File: src/rtl/fust_rep_map.sv
// Bitmap memory of symbols seen more than once, one write port and one registered read port.
module fust_rep_map #(
    parameter int SYMBOL_BITS = 8
) (
    input  logic                   clk,
    input  logic                   wr_en,
    input  logic [SYMBOL_BITS-1:0] wr_addr,
    input  logic                   wr_data,
    input  logic                   rd_en,
    input  logic [SYMBOL_BITS-1:0] rd_addr,
    output logic                   rd_data
);

    localparam int DEPTH = 1 << SYMBOL_BITS;

    logic mem [DEPTH];
    logic rd_data_reg;

    always_ff @(posedge clk)
    begin
        if (wr_en)
        begin
            mem[wr_addr] <= wr_data;
        end
    end

    always_ff @(posedge clk)
    begin
        if (rd_en)
        begin
            rd_data_reg <= mem[rd_addr];
        end
    end

    assign rd_data = rd_data_reg;

endmodule

File: config.mk
export PLATFORM = sky130hd
export DESIGN_NAME = fust_rep_map
export DESIGN_NICKNAME = d
export VERILOG_FILES = /design/src/rtl/fust_rep_map.sv
export SDC_FILE = /design/constraint.sdc
export NUM_CORES = 1
export LEC_CHECK = 0
export ABC_AREA = 1
export BUFFER_PORTS_ARGS = -buffer_cell sky130_fd_sc_hd__buf_2
export CAP_MARGIN = 30
export CORE_MARGIN = 2
export CORE_UTILIZATION = 54
export DETAILED_ROUTE_END_ITERATION = 12
export PLACE_DENSITY = 0.73
export SYNTH_ARGS = -nofsm -noshare
export SYNTH_HDL_FRONTEND = slang
export SYNTH_SLANG_ARGS = --single-unit
File: constraint.sdc
create_clock -name clk -period 1.4 [get_ports clk]
set_input_delay 0.07 -clock clk [delete_from_list [all_inputs] [get_ports clk]]
set_output_delay 0.07 -clock clk [all_outputs]
set_load 0.05 [all_outputs]
[Yosys cells after proc, flatten, opt, wreduce, memory -nomap -nowiden]
Memories as Yosys holds them, arrays and structs flattened. A register that Yosys moved wholly into a read port is not among the register bits.
Cells that the tools add are included.
Cells by class
  muxes and demuxes: 2
Operators with widths (number)
  1-bit 2-to-1 mux: 2
Storage, ports and cells
  input bits: 20
  output and inout bits: 1
  logic and storage cells: 3
  memories kept: 1
  memory bits (writable): 256
  bits in registers: 0
Memory list
  mem: depth 256, bits a word 1, rd ports 1, clocked after memory_dff 1, write ports 1, RTL line 16  | logic mem [DEPTH];

[Depth between registers and ports, before layout]
  depth in word-level cells: 2
  depth in mapped cells: 13
  mapped depth without buffers: 11

[Worst setup path after synthesis]
No wires, ideal clock.
  path type: input to register
  start point: input rd_addr[3]
  end point: register rd_data_reg, in the netlist rd_data (read register of mem), data pin
  stages on the path: 10
  path slack: 91 ps
  buffers on the path: 2
  arrival time: 1056 ps
  required time: 1147 ps
  cells stage by stage: buf_2 inv_1 clkbuf_1 nand3_1 nand3_1 nand2_1 nand2_1 nand3_1 nand3_1 nand2_1
RTL lines
  start, declared: RTL line 10  | input logic [SYMBOL_BITS-1:0] rd_addr,
  end, declared: RTL line 17  | logic rd_data_reg;

==> metrics.yaml <==
fin_crit_sh_pct: 104
drt-wirelength-per-cell_microns: 20.0
dp_hpwl_microns: 17800
tightestPinTransition_ns: 0.581
pwr-share-comb_pct: 7.9
seq_area_frac_synth_pct: 65.8
grt_pass1_vias: 8378
fill_cells: 1643
cts.sinks: 257
fin_nets: 1246
antenna_found_initial: 0
grt_pass1_wl_microns: 46600
postCtsSetupBuffers: 0
switchingPower_mw: 3.64
die-area_sq_mm: 0.0229
drt-total-wl_microns: 30300
worstPathArrival_ns: 1.72
setup_viol: 1
status: "complete, but fails checks"
power.density_mw_per_mm2: 1200
rr_endpoint: "rd_data"
gr-total-overflow: 0
grtUsageTotal_pct: 27.2
final_core_utilization_pct: 63.9
yosysUniqueCellTypes: 12
cts_tree: "yes"
gp_congestion: 0.872
synth_area_per_cell_sq_um: 9.90
p_seq_share_pct: 52.3
pwr-share-clk_pct: 39.8
clk_pin_slew_worst_paths_ns: 0.06
hold_depth: 4
crit_path_end_kind: "flop"
routed_via_density: 5.90
rsz0062_at_grt: "yes"
fin_worst_skew_ns: 0.0117
clockBufferDepth: 3
hold_ws_ns: 0.0303
violations: "setup timing"
reg2reg_from: "mem[231]"
r2r_cells: 10
reg2reg_setup_slack_ns: -0.05
drtIter0Drc: 1019
clkLatencyLatePin_ns: 0.53
final_cell_mix: "nand2_1 (294), nor2_1 (268), edfxtp_1 (257), nand3_1 (220), buf_4 (55)"
layout-drive-gt1-share_pct: 13.5
ys_warn_count: 0
ir_drop_v: 0.00113
dp_cells: 1470
via_count: 8976
syn-num-nets: 1204
cts_buffers: 26
layoutNonFillerInstCount: 1521
largest_reg_flops: 256
crit_path_start_kind: "flop"
dieHeight_microns: 151
required_ns: 1.67
pin_count: 21
clockRootBuffer: "clkbuf_16"
drv_cap: 0
first_pass_iters: 6
power.leakage_nw: 4.73
grt_max_degree: 123
final_common_cell: "nand2_1"
holdPathEnd: "rd_data"
area_growth_pct: 15.2
start_util_pct: 55.4
switching_share_pct: 22.4
core_area_sq_mm: 0.0212
ant_nets: 0
hold_path.class: "in2reg"
crit_type: "reg2reg"
ys_ff_latch: 257
drc_errors: 0
antenna_cells: 0
drv_slew: 0
hold_violations: 0
max_freq_mhz: 689
cts_htree_levels: 1
min_period_ns: 1.45
critPathMaxFanout: 1
portBuffers: 20
dieWidth_microns: 151
syn_inst: 1184
setup_ws_ns: -0.0505
relSlewSlack_pct: 61.3
hold_start: "rd_addr[6]"
p_int_mw: 12.6
synthesis.area_sq_mm: 0.0117
num_rows: 53
-- stage by stage --
stage | instance area (sq um) | power [mW] | TNS (ns) | setup slack [ns]
detailed placement | 12500 | 9.85 | -0.409 | -0.409
finish | 13500 | 16.2 | -0.0505 | -0.0505
global placement | 12500 | 9.82 | -0.383 | -0.383
CTS | 13500 | 16.2 | -0.0115 | -0.0115
floorplan | 11700 | 9.33 | 0 | 0.0911
global route | 13500 | 16.7 | -0.143 | -0.143
-- synth_stat cells --
cell type | count | area [sq um]
nand3_1 | 254 | 1270
buf_1 | 3 | 11.3
inv_1 | 16 | 60.1
nand4_1 | 3 | 18.8
clkbuf_1 | 40 | 150
edfxtp_1 | 257 | 7720
nand2_1 | 299 | 1120
buf_2 | 14 | 70.1
inv_2 | 2 | 7.51
buf_6 | 22 | 248
nor2_1 | 268 | 1010
buf_4 | 6 | 45.0
-- power groups by stage --
stage	clock (mW)	combinational, mW	sequential [mW]
after CTS	6.50	1.25	8.49
after floorplan	0	0.664	8.66
final	6.45	1.28	8.49
after detailed placement	0	1.19	8.65
after global placement	0	1.17	8.65
after global routing	6.81	1.38	8.49
-- worst max-delay path: stages, from the launching register on --
cell,delay [ns]
edfxtp_1,0.38
nand2_1,0.07
nand3_1,0.09
nand3_1,0.11
nand3_2,0.10
nand3_2,0.09
nand2_2,0.06
nand2_1,0.06
nand3_1,0.08
nand3_1,0.09
nand2_1,0.07
-- what timing repair did --
item                                    CTS  global route
hold endpoints to repair                 26             1
gates cloned                              0             0
hold buffers                              2             1
endpoints found under the setup margin    1             1
pin swaps                                28            18
resized for setup                        30            10
-- how the worst max path moves through the flow --
stage | start | endpoint | slack [ns] | cells past startpoint
CTS | mem[211] | rd_data | -0.01 | 10
detailed placement | rd_addr[0] | rd_data | -0.41 | 13
global route | mem[223] | rd_data | -0.14 | 10
finish | mem[231] | rd_data | -0.05 | 10
floorplan | rd_addr[3] | rd_data | 0.09 | 10
global placement | rd_addr[1] | rd_data | -0.38 | 11
-- area by class of cell --
class / count / area, sq um / share of cell area [%]
repair buffers: 99 / 985 / 7.29
multi-input cells: 824 / 3610 / 26.7
clock inverters: 14 / 85.1 / 0.630
inverters: 18 / 68.8 / 0.509
clock buffers: 34 / 702 / 5.20
flip-flops and latches: 257 / 7720 / 57.1
well taps: 275 / 344 / 2.55
-- metal layers --
layer	global-route usage, %	share of wire (%)
met3	4.49	10
met1	38.2	40
met2	42.3	46
met5	0	0
met4	11.6	3.6
-- kinds of logic after synthesis --
kind of cell | synth area share [%]
flip-flops | 65.8
buffers and inverters | 5.05
AND/OR/NAND/NOR | 29.1
No activity file was read; power rests on OpenSTA's default activity.
