File: config.mk
export PLATFORM = sky130hd
export DESIGN_NAME = fust_cell
export DESIGN_NICKNAME = d
export VERILOG_FILES = /design/src/rtl/fust_pkg.sv /design/src/rtl/fust_cell.sv
export SDC_FILE = /design/constraint.sdc
export NUM_CORES = 1
export LEC_CHECK = 0
export BUFFER_PORTS_ARGS = -buffer_cell sky130_fd_sc_hd__buf_4
export CAP_MARGIN = 10
export CORE_MARGIN = 10
export CORE_UTILIZATION = 36
export CTS_BUF_LIST = sky130_fd_sc_hd__clkbuf_4 sky130_fd_sc_hd__clkbuf_8
export CTS_CLUSTER_SIZE = 30
export DETAILED_ROUTE_END_ITERATION = 6
export GPL_TIMING_DRIVEN = 0
export HOLD_SLACK_MARGIN = 0.15
export PLACE_DENSITY = 0.86
export SLEW_MARGIN = 0
export SYNTH_ARGS = -nofsm -noshare
export SYNTH_HDL_FRONTEND = slang
export SYNTH_SLANG_ARGS = --single-unit
File: constraint.sdc
create_clock -name clk -period 1.3 [get_ports clk]
set_input_delay 0.26 -clock clk [delete_from_list [all_inputs] [get_ports clk]]
set_output_delay 0.26 -clock clk [all_outputs]
set_load 0.005 [all_outputs]
File: src/rtl/fust_pkg.sv
// Shared types for the first unique symbol tracker: cell commands and controller states.
package fust_pkg;

    typedef enum logic [1:0] {
        OP_NONE,
        OP_REMOVE,
        OP_APPEND
    } fust_op_t;

    typedef struct packed {
        logic     capture;
        fust_op_t op;
    } fust_ctl_t;

    typedef enum logic [1:0] {
        ST_CLEAR,
        ST_IDLE,
        ST_LOOK
    } fust_state_t;

endpackage

File: src/rtl/fust_cell.sv
// One cell of the once-seen symbol list: holds one entry, compares, closes up and appends.
module fust_cell #(
    parameter int SYMBOL_BITS = 8
) (
    input  logic                     clk,
    input  logic                     rst_n,
    input  fust_pkg::fust_ctl_t      ctl,
    input  logic [SYMBOL_BITS-1:0]   sym,
    input  logic                     carry_in,
    output logic                     carry_out,
    input  logic                     left_valid,
    input  logic                     right_valid,
    input  logic [SYMBOL_BITS-1:0]   right_data,
    output logic                     valid,
    output logic [SYMBOL_BITS-1:0]   data,
    output logic                     valid_next,
    output logic [SYMBOL_BITS-1:0]   data_next
);

    import fust_pkg::*;

    logic                   valid_reg;
    logic [SYMBOL_BITS-1:0] data_reg;
    logic                   match_reg;
    logic                   match_next;

    assign match_next = ctl.capture ? (valid_reg && (data_reg == sym)) : match_reg;
    assign carry_out  = carry_in | match_reg;

    always_comb
    begin
        valid_next = valid_reg;
        data_next  = data_reg;
        unique case (ctl.op)
            OP_REMOVE:
            begin
                if (carry_out)
                begin
                    valid_next = right_valid;
                    data_next  = right_data;
                end
            end
            OP_APPEND:
            begin
                if (!valid_reg && left_valid)
                begin
                    valid_next = 1'b1;
                    data_next  = sym;
                end
            end
            default:
            begin
                valid_next = valid_reg;
                data_next  = data_reg;
            end
        endcase
    end

    always_ff @(posedge clk or negedge rst_n)
    begin
        if (!rst_n)
        begin
            valid_reg <= 1'b0;
            match_reg <= 1'b0;
        end
        else
        begin
            valid_reg <= valid_next;
            match_reg <= match_next;
        end
    end

    always_ff @(posedge clk)
    begin
        data_reg <= data_next;
    end

    assign valid = valid_reg;
    assign data  = data_reg;

endmodule

* Yosys cells after proc, flatten, opt, wreduce, memory -nomap -nowiden
Cells that the tools add are included.
Operators by class: bitwise operators 1, reductions and logical operators 3, mux-type cells 6, eq/ne operators 3
Operator list (number):
- two-way mux 8 bit | 2
- case mux 8 bit (2 select lines) | 1
- equality test 8 bit | 1
- equality test 2 x 1 -> 1 bit (second input constant) | 1
- equality test 2 bit (second input constant) | 1
- logical AND 1 bit | 2
- two-way mux 1 bit | 2
- case mux 1 bit (2 select lines) | 1
- zero test 1 bit | 1
- OR 1 bit | 1
Storage, ports and cells: register bits after elaboration 10

* Longest topological paths before layout
Gate-level depths: netlist of the first run.
word-level depth 4, gate-level depth with buffers 6

* Least setup slack after synthesis of the first run
OpenSTA, ideal clock, no wires.
kind register to output, start point register valid_reg (netlist: valid), end point output port data_next[0], cell stages (with the launch flop) 5, required time 1040 ps, arrival time 1142 ps, buffers on the path 1, setup slack -102 ps, cells stage by stage dfrtp_1 -> nand2b_4 -> a221o_1 -> buf_6 -> o2bb2ai_1
Between the ends: word-level cells in the longest chain between the ends 4
Ends and longest elaborated chain:
- start, declared | RTL line fust_cell.sv:22 | logic valid_reg;
- start signal, assigned | RTL line fust_cell.sv:68 | valid_reg <= valid_next;
- zero test 1 bit | RTL line fust_cell.sv:45 | if (!valid_reg && left_valid)
- logical AND 1 bit | RTL line fust_cell.sv:45
- two-way mux 8 bit | RTL line fust_cell.sv:45
- case mux 8 bit (2 select lines) | RTL line fust_cell.sv:34 | unique case (ctl.op)
- end, declared | RTL line fust_cell.sv:17 | output logic [SYMBOL_BITS-1:0] data_next
Every way passes these cells.

* Worst setup path in the final report of the first run
start point register valid_reg (netlist: valid), end point output port data_next[6]
Same word-level chain as after synthesis.

==> results of run 1 <==
-- cells in the mapped netlist (2+ instances only) --
master and n:
ha_1 2, xnor2_1 8, dfxtp_1 8, nand3_1 2, a22oi_1 9, buf_2 2
dfrtp_1 2, o2bb2ai_1 8, inv_1 5
-- area by class of cell --
| class | count | area [sq um] | share of cell area [%] |
|---|---|---|---|
| Buffer | 4 | 47.5 | 4.24 |
| Clock buffer | 4 | 36.3 | 3.23 |
| Inverter | 5 | 18.8 | 1.67 |
| Multi-Input combinational cell | 38 | 433 | 38.6 |
| Sequential cell | 10 | 210 | 18.7 |
| Tap cell | 16 | 20.0 | 1.78 |
| Timing Repair Buffer | 47 | 357 | 31.8 |
-- logic make-up (layout without fill, tap and decap cells) --
family	count (synthesis)	in the layout	synth area share, %
simple gates	6	6	7.68
buf+inv	9	60	7.68
compound gates	22	22	31.1
flops	10	10	36.8
xor+xnor	8	8	12.3
fa+ha+maj	2	2	4.39
-- worst paths after layout --
kind	depth (start not counted)	to
worst min register to register	1	data[7]
min in group asynchronous	2	match_reg
max in group asynchronous	2	valid
worst max-delay path	5	data_next[6]
worst max register to register	4	data[1]
worst min-delay path	2	match_reg
-- what timing repair did --
item,CTS,global route
hold buffers,1,0
pin swaps,4,0
endpoints found under the hold margin,2,0
setup buffers,3,0
gates resized for setup,4,3
setup endpoints to repair,10,13
gates cloned,1,0
-- where the power goes --
group / switching [W] / total (W) / internal (W)
combinational: 0.000169 / 0.000434 / 0.000265
clock: 0.000114 / 0.000284 / 0.000170
sequential: 0.0000400 / 0.000384 / 0.000344
-- per-stage QoR --
step | total power [W] | setup WS, ps | setup TNS (ps) | hold slack, ps | instance area, sq um
floorplan | 0.000584 | -73.2 | -586 | -35.6 | 687
global placement | 0.000790 | -336 | -3520 | 44.7 | 1020
finish | 0.00110 | -531 | -4550 | 185 | 1120
global route | 0.00117 | -588 | -5160 | 162 | 1120
CTS | 0.00111 | -526 | -4550 | 171 | 1110
detailed placement | 0.000797 | -351 | -3810 | 46.0 | 1020
-- metal layers --
| layer | share of wire, % | up-vias |
|---|---|---|
| met5 | 0 | - |
| met4 | 1.3 | 0 |
| met3 | 9.4 | 6 |
| met2 | 50 | 34 |
| met1 | 39 | 319 |
| li1 | - | 318 |
==> flow_metrics.tcl, run 1 <==
set metrics [dict create \
    cts.sinks 10 \
    netlist_top_cells_area "dfxtp_1 (28%), o2bb2ai_1 (12%), xnor2_1 (12%), a22oi_1 (12%), dfrtp_1 (8.8%)" \
    antenna_found_initial 0 \
    status "finished with violations" \
    avgSynthCellArea_sq_um 10.0 \
    groute.usage.overall_pct 12.4 \
    synth_seq_cells 10 \
    ir_drop_v 0.000616 \
    largest_register_ffs 8 \
    fin_skew_ps 10.5 \
    finalHoldViolations 0 \
    hpwl_um 1640 \
    gp_congestion 0.746 \
    cts-root-buf "clkbuf_4" \
    design.die.area_sq_mm 0.00358 \
    antenna_left 0 \
    num_io_pins 43 \
    clk_pin_slew_ps 70 \
    maxCapViolations 0 \
    synth_top_area_share_pct 28.1 \
    reg2reg_slack_ps 30 \
    top_usage_layer "met2" \
    routedWlPerCell_um 17.4 \
    p_leak_nw 0.487 \
    report.final.slew_viol_count 0 \
    maxSlewHeadroom_pct 84.5 \
    failed_checks "negative setup slack" \
    cp.arrival_ps 1570 \
    grt_pass1_vias 741 \
    powerDensity_mw_per_mm2 982 \
    grt_max_degree 11 \
    syn_to_final_growth_pct 96.7 \
    r2r-start "valid" \
    layout-drive-gt1-share_pct 72.2 \
    coreArea_sq_mm 0.00151 \
    slowest_delay_ps 410 \
    path_cells "nand2b_4, a221o_1, buf_6, o2bb2ai_2, buf_4" \
    die_h_um 59.8 \
    grt_use_met1_pct 11.7 \
    drtIter0Drc 9 \
    dieWidth_um 59.8 \
    crit_path_max_fanout 8 \
    mostFrequentLayoutCell "buf_4" \
    endpoint_kind "output pin" \
    setup_violations 9 \
    start_kind "register" \
    final_core_util_pct 74.5 \
    synth_top_area_cell "dfxtp_1" \
    met3_usage_pct 6.99 \
    synth_nets 83 \
    h-tree-depth 1 \
    overflow 0 \
    synth_edf_count 0 \
    nets 135 \
    yosys_warnings 0 \
    worst_pin_slew_ps 232 \
    crit_start "valid" \
    instances_no_fill 124 \
    worst_path_max_delay_cell "dfrtp_1" \
    min_from "ctl[2]" \
    port_buffers 42 \
    required_ps 1040 \
    layout_common_cells "buf_4 (44), a22oi_2 (9), o2bb2ai_2 (8), xnor2_1 (8), dfxtp_1 (8)" \
    grt_pass1_wl_um 3470 \
    num_vias 677 \
    fmax_mhz 546 \
    clkLatencyLatePin_ps 270 \
    rsz0062_at_grt "true" \
    fin_crit_sh_pct 141 \
    cts_buffer_depth 2 \
    grt_use_met2_pct 22.2 \
    cts_tree "done" \
    numCtsBuffers 3 \
    wl_um 2160 \
    dp_cells 115 \
    synth_area_sq_um 571 \
    drc 0 \
    cp_num_buf_inv 2 \
    start_util_pct 37.9 \
    fillers 111 \
    ys_types 20 \
    firstDrtPassIters 4 \
    hold_path.class "input port to register" \
    layout_setup_ws_ps -531 \
    layout_min_cycle_time_ps 1830 \
    rows 14 \
    synthArstFlopShare_pct 20.0 \
    ys_seq_area_share_pct 36.8 \
    crit_type "register to output pin" \
    crit_family "compound AO/OA/AOI/OAI gates" \
    synthesis.instances 57 \
    antennaDiodeCount 0 \
    vias_per_cell 5.46 \
    synth_ff_type "dfxtp_1" \
]
No activity file was read; power rests on OpenSTA's default activity.
==> inputs of run 2 (changes only) <==
- MAX_ROUTING_LAYER: unset -> met4
==> flow_metrics.tcl, run 2 (same netlist as run 1, synthesis figures left out) <==
set metrics [dict create \
    status "finished with violations" \
    failed_checks "negative setup slack" \
    routedWlPerCell_um 17.2 \
    finalHoldViolations 0 \
    numCtsBuffers 3 \
    syn_to_final_growth_pct 96.7 \
    fillers 111 \
    crit_family "compound AO/OA/AOI/OAI gates" \
    coreArea_sq_mm 0.00151 \
    layout_common_cells "buf_4 (44), a22oi_2 (9), o2bb2ai_2 (8), xnor2_1 (8), dfxtp_1 (8)" \
    antenna_left 0 \
    report.final.slew_viol_count 0 \
    h-tree-depth 1 \
    start_util_pct 37.9 \
    fin_crit_sh_pct 141 \
    grt_pass1_wl_um 3460 \
    start_kind "register" \
    mostFrequentLayoutCell "buf_4" \
    cp_num_buf_inv 2 \
    grt_pass1_vias 741 \
    maxSlewHeadroom_pct 84.1 \
    dieWidth_um 59.8 \
    die_h_um 59.8 \
    vias_per_cell 5.45 \
    r2r-start "valid" \
    crit_end "data_next[6]" \
    firstDrtPassIters 4 \
    setup_violations 9 \
    num_io_pins 43 \
    layout-drive-gt1-share_pct 72.2 \
    reg2reg_slack_ps 30 \
    maxCapViolations 0 \
    worst_path_max_delay_cell "dfrtp_1" \
    largest_register_ffs 8 \
    path_cells "nand2b_4, a221o_1, buf_6, o2bb2ai_2, buf_4" \
    cp.depth 5 \
    endpoint_kind "output pin" \
    p_leak_nw 0.487 \
    clk_pin_slew_ps 70 \
    fin_skew_ps 9.28 \
    fmax_mhz 546 \
    rows 14 \
    cts_buffer_depth 2 \
    whs_ps 185 \
    reg2reg_depth 4 \
    num_vias 676 \
    dp_cells 115 \
    design.die.area_sq_mm 0.00358 \
    nets 135 \
    worst_pin_slew_ps 238 \
    crit_start "valid" \
    cts_tree "done" \
    drc 0 \
    layout_min_cycle_time_ps 1830 \
    rsz0062_at_grt "true" \
    hold_path.class "input port to register" \
    antennaDiodeCount 0 \
    gp_congestion 0.756 \
    layout_setup_ws_ps -530 \
    cts-root-buf "clkbuf_4" \
    crit_type "register to output pin" \
    tns_ps -4560 \
    instances_no_fill 124 \
    port_buffers 42 \
    ir_drop_v 0.000616 \
    cts.sinks 10 \
    wl_um 2140 \
    cp.arrival_ps 1570 \
    grt_max_degree 11 \
    preCtsSetupSlack_ps -351 \
    antenna_found_initial 0 \
    finalPower_w 0.00110 \
    overflow 0 \
    powerDensity_mw_per_mm2 982 \
    hpwl_um 1640 \
    groute.usage.overall_pct 12.8 \
    crit_path_max_fanout 8 \
    drtIter0Drc 10 \
    slowest_delay_ps 410 \
    r2r_end "data[1]" \
    required_ps 1040 \
    clkLatencyLatePin_ps 280 \
]
-- run 2: cell counts in the layout (fill, tap and decap cells not counted) --
Identical to the previous run, type by type.
-- run 2: worst reg2reg max path, stage by stage, from the launching register on --
cell,delay [ps]
dfrtp_1,410
nand2b_4,140
a221o_1,320
buf_6,150
o2bb2ai_2,130
-- run 2: per-stage QoR --
| step | instance area (sq um) | util (%) |
|---|---|---|
| after floorplan | 687 | - |
| after global placement | 1020 | 67.9 |
| after detailed placement | 1020 | 67.9 |
| after CTS | 1110 | 73.9 |
| after global routing | 1120 | 74.5 |
| final | 1120 | 74.5 |
-- run 2: worst min-delay path by stage --
stage,startpoint,endpoint,cells past startpoint
6_report,ctl[2],match_reg,2
5_1_grt,ctl[2],match_reg,2
4_1_cts,ctl[2],match_reg,2
3_5_place_dp,rst_n,match_reg,1
3_3_place_gp,rst_n,valid,1
2_1_floorplan,rst_n,match_reg,0
-- run 2: metal layers --
layer / global-route usage, % / vias to the layer above / routed length, um
met5: - / - / 0
met4: 3.85 / 0 / 44
met3: 6.57 / 8 / 186
met2: 22.2 / 31 / 1060
met1: 11.9 / 319 / 841
li1: - / 318 / -
-- run 2: layout make-up --
type	count	area (sq um)	share of cell area, %
Timing Repair Buffer	47	357	31.8
Multi-Input combinational cell	38	433	38.6
Sequential cell	10	210	18.7
Inverter	5	18.8	1.67
Buffer	4	47.5	4.24
Clock buffer	4	36.3	3.23
Tap cell	16	20.0	1.78
-- run 2: where the power goes --
part	leakage, nW	internal (W)	switching (W)
sequential	0.0927	0.000344	0.0000393
clock	0.0210	0.000170	0.000115
combinational	0.373	0.000265	0.000168
total	0.487	0.000780	0.000322
-- run 2: repair_timing --
item,4_1_cts,5_1_grt
hold buffers,1,0
resized for setup,4,3
setup endpoints to repair,10,13
setup buffers,3,0
endpoints found under the hold margin,2,0
gates cloned,1,0
pin swaps,4,0
==> inputs of run 3 (changes only) <==
- CTS_BUF_LIST: sky130_fd_sc_hd__clkbuf_4 sky130_fd_sc_hd__clkbuf_8 -> sky130_fd_sc_hd__clkbuf_4
==> flow_metrics.tcl, run 3 (same netlist as run 1, synthesis figures left out) <==
set metrics [dict create \
    groute.usage.overall_pct 12.8 \
    min_from "ctl[2]" \
    finalHoldViolations 0 \
    nets 135 \
    hpwl_um 1640 \
    grt_max_degree 11 \
    reg2reg_slack_ps 30 \
    post-route-cell-area_sq_mm 0.00111 \
    start_util_pct 37.9 \
    die_h_um 59.8 \
    antenna_found_initial 0 \
    whs_ps 185 \
    ir_drop_v 0.000585 \
    start_kind "register" \
    worst_pin_slew_ps 238 \
    gp_congestion 0.756 \
    design.die.area_sq_mm 0.00358 \
    layout_common_cells "buf_4 (44), a22oi_2 (9), o2bb2ai_2 (8), xnor2_1 (8), dfxtp_1 (8)" \
    num_vias 677 \
    mostFrequentLayoutCell "buf_4" \
    drc 0 \
    fin_skew_ps 12.2 \
    report.final.slew_viol_count 0 \
    rsz0062_at_grt "true" \
    crit_end "data_next[6]" \
    cts_buffer_depth 2 \
    crit_start "valid" \
    wl_um 2160 \
    crit_path_max_fanout 8 \
    clkLatencyLatePin_ps 280 \
    rows 14 \
    antenna_left 0 \
    cp.arrival_ps 1570 \
    failed_checks "negative setup slack" \
    path_cells "nand2b_4, a221o_1, buf_6, o2bb2ai_2, buf_4" \
    slowest_delay_ps 410 \
    largest_register_ffs 8 \
    crit_type "register to output pin" \
    routedWlPerCell_um 17.4 \
    port_buffers 42 \
    required_ps 1040 \
    antennaDiodeCount 0 \
    dp_cells 115 \
    placed_area_sq_mm 0.00102 \
    maxCapViolations 0 \
    vias_per_cell 5.46 \
    tns_ps -4560 \
    worst_path_max_delay_cell "dfrtp_1" \
    layout-drive-gt1-share_pct 71.3 \
    status "finished with violations" \
    preCtsSetupSlack_ps -351 \
    numCtsBuffers 3 \
    p_leak_nw 0.481 \
    r2r-start "valid" \
    num_io_pins 43 \
    clk_pin_slew_ps 70 \
    dieWidth_um 59.8 \
    overflow 0 \
    reg2reg_depth 4 \
    maxSlewHeadroom_pct 84.1 \
    instances_no_fill 124 \
    coreArea_sq_mm 0.00151 \
    h-tree-depth 1 \
    fmax_mhz 546 \
    grt_pass1_wl_um 3480 \
    powerDensity_mw_per_mm2 936 \
    endpoint_kind "output pin" \
    fin_crit_sh_pct 141 \
    hold_path.class "input port to register" \
    r2r_end "data[1]" \
    layout_setup_ws_ps -531 \
    firstDrtPassIters 4 \
    syn_to_final_growth_pct 95.0 \
    drtIter0Drc 8 \
    layout_min_cycle_time_ps 1830 \
    setup_violations 9 \
    grt_pass1_vias 750 \
    cts-root-buf "clkbuf_4" \
    cts.sinks 10 \
    cts_tree "done" \
]
==> run 3: cell types whose count changed in the layout (fill, tap and decap cells not counted) <==
cell and change:
clkbuf_8 -1, clkinv_1 +1
==> run 3: how the worst min path moves through the flow <==
stage	end	slack (ps)	cells past startpoint
after global routing	match_reg	160	2
after detailed placement	match_reg	50	1
after floorplan	match_reg	-40	0
after global placement	valid	40	1
after CTS	match_reg	170	2
final	match_reg	190	2
==> run 3: critical path: cells and delay by family, from the launching register on <==
| family | cells | cell delay, ps |
|---|---|---|
| and+or+nand+nor | 1 | 140 |
| AOI/OAI and AO/OA | 2 | 450 |
| DFF | 1 | 410 |
| buffers and inverters | 2 | 290 |
==> run 3: report_power, final <==
part | internal (W) | leakage, nW | switching (W)
logic | 0.000265 | 0.373 | 0.000168
registers | 0.000344 | 0.0927 | 0.0000398
clock network | 0.000111 | 0.0154 | 0.000112
total | 0.000721 | 0.481 | 0.000320
==> run 3: metrics by stage <==
step	total power, W	utilization [%]
2_1_floorplan	0.000584	-
3_3_place_gp	0.000790	67.9
3_5_place_dp	0.000797	67.9
4_1_cts	0.00105	73.3
5_1_grt	0.00111	73.8
6_report	0.00104	73.8
==> run 3: area by class of cell <==
class	count	area, sq um
multi-input combinational	38	433
inverter	5	18.8
tap	16	20.0
fill	114	394
clock inverter	1	3.75
buffer	4	47.5
sequential	10	210
timing repair buffer	47	357
clock buffer	3	22.5
==> run 3: timing repair <==
action                                  in CTS  in global routing
endpoints found under the setup margin      14                 14
endpoints found under the hold margin        2                  0
hold buffers                                 1                  0
pin swaps                                    4                  0
gates cloned                                 1                  0
gates resized for setup                      4                  3
setup buffers                                3                  0
==> run 3: layer usage <==
layer | up-vias | routed length [um] | GRT usage, %
met5 | - | 0 | -
met4 | 0 | 44 | 3.85
met3 | 8 | 186 | 6.57
met2 | 31 | 1080 | 22.4
met1 | 320 | 843 | 11.9
li1 | 318 | - | -
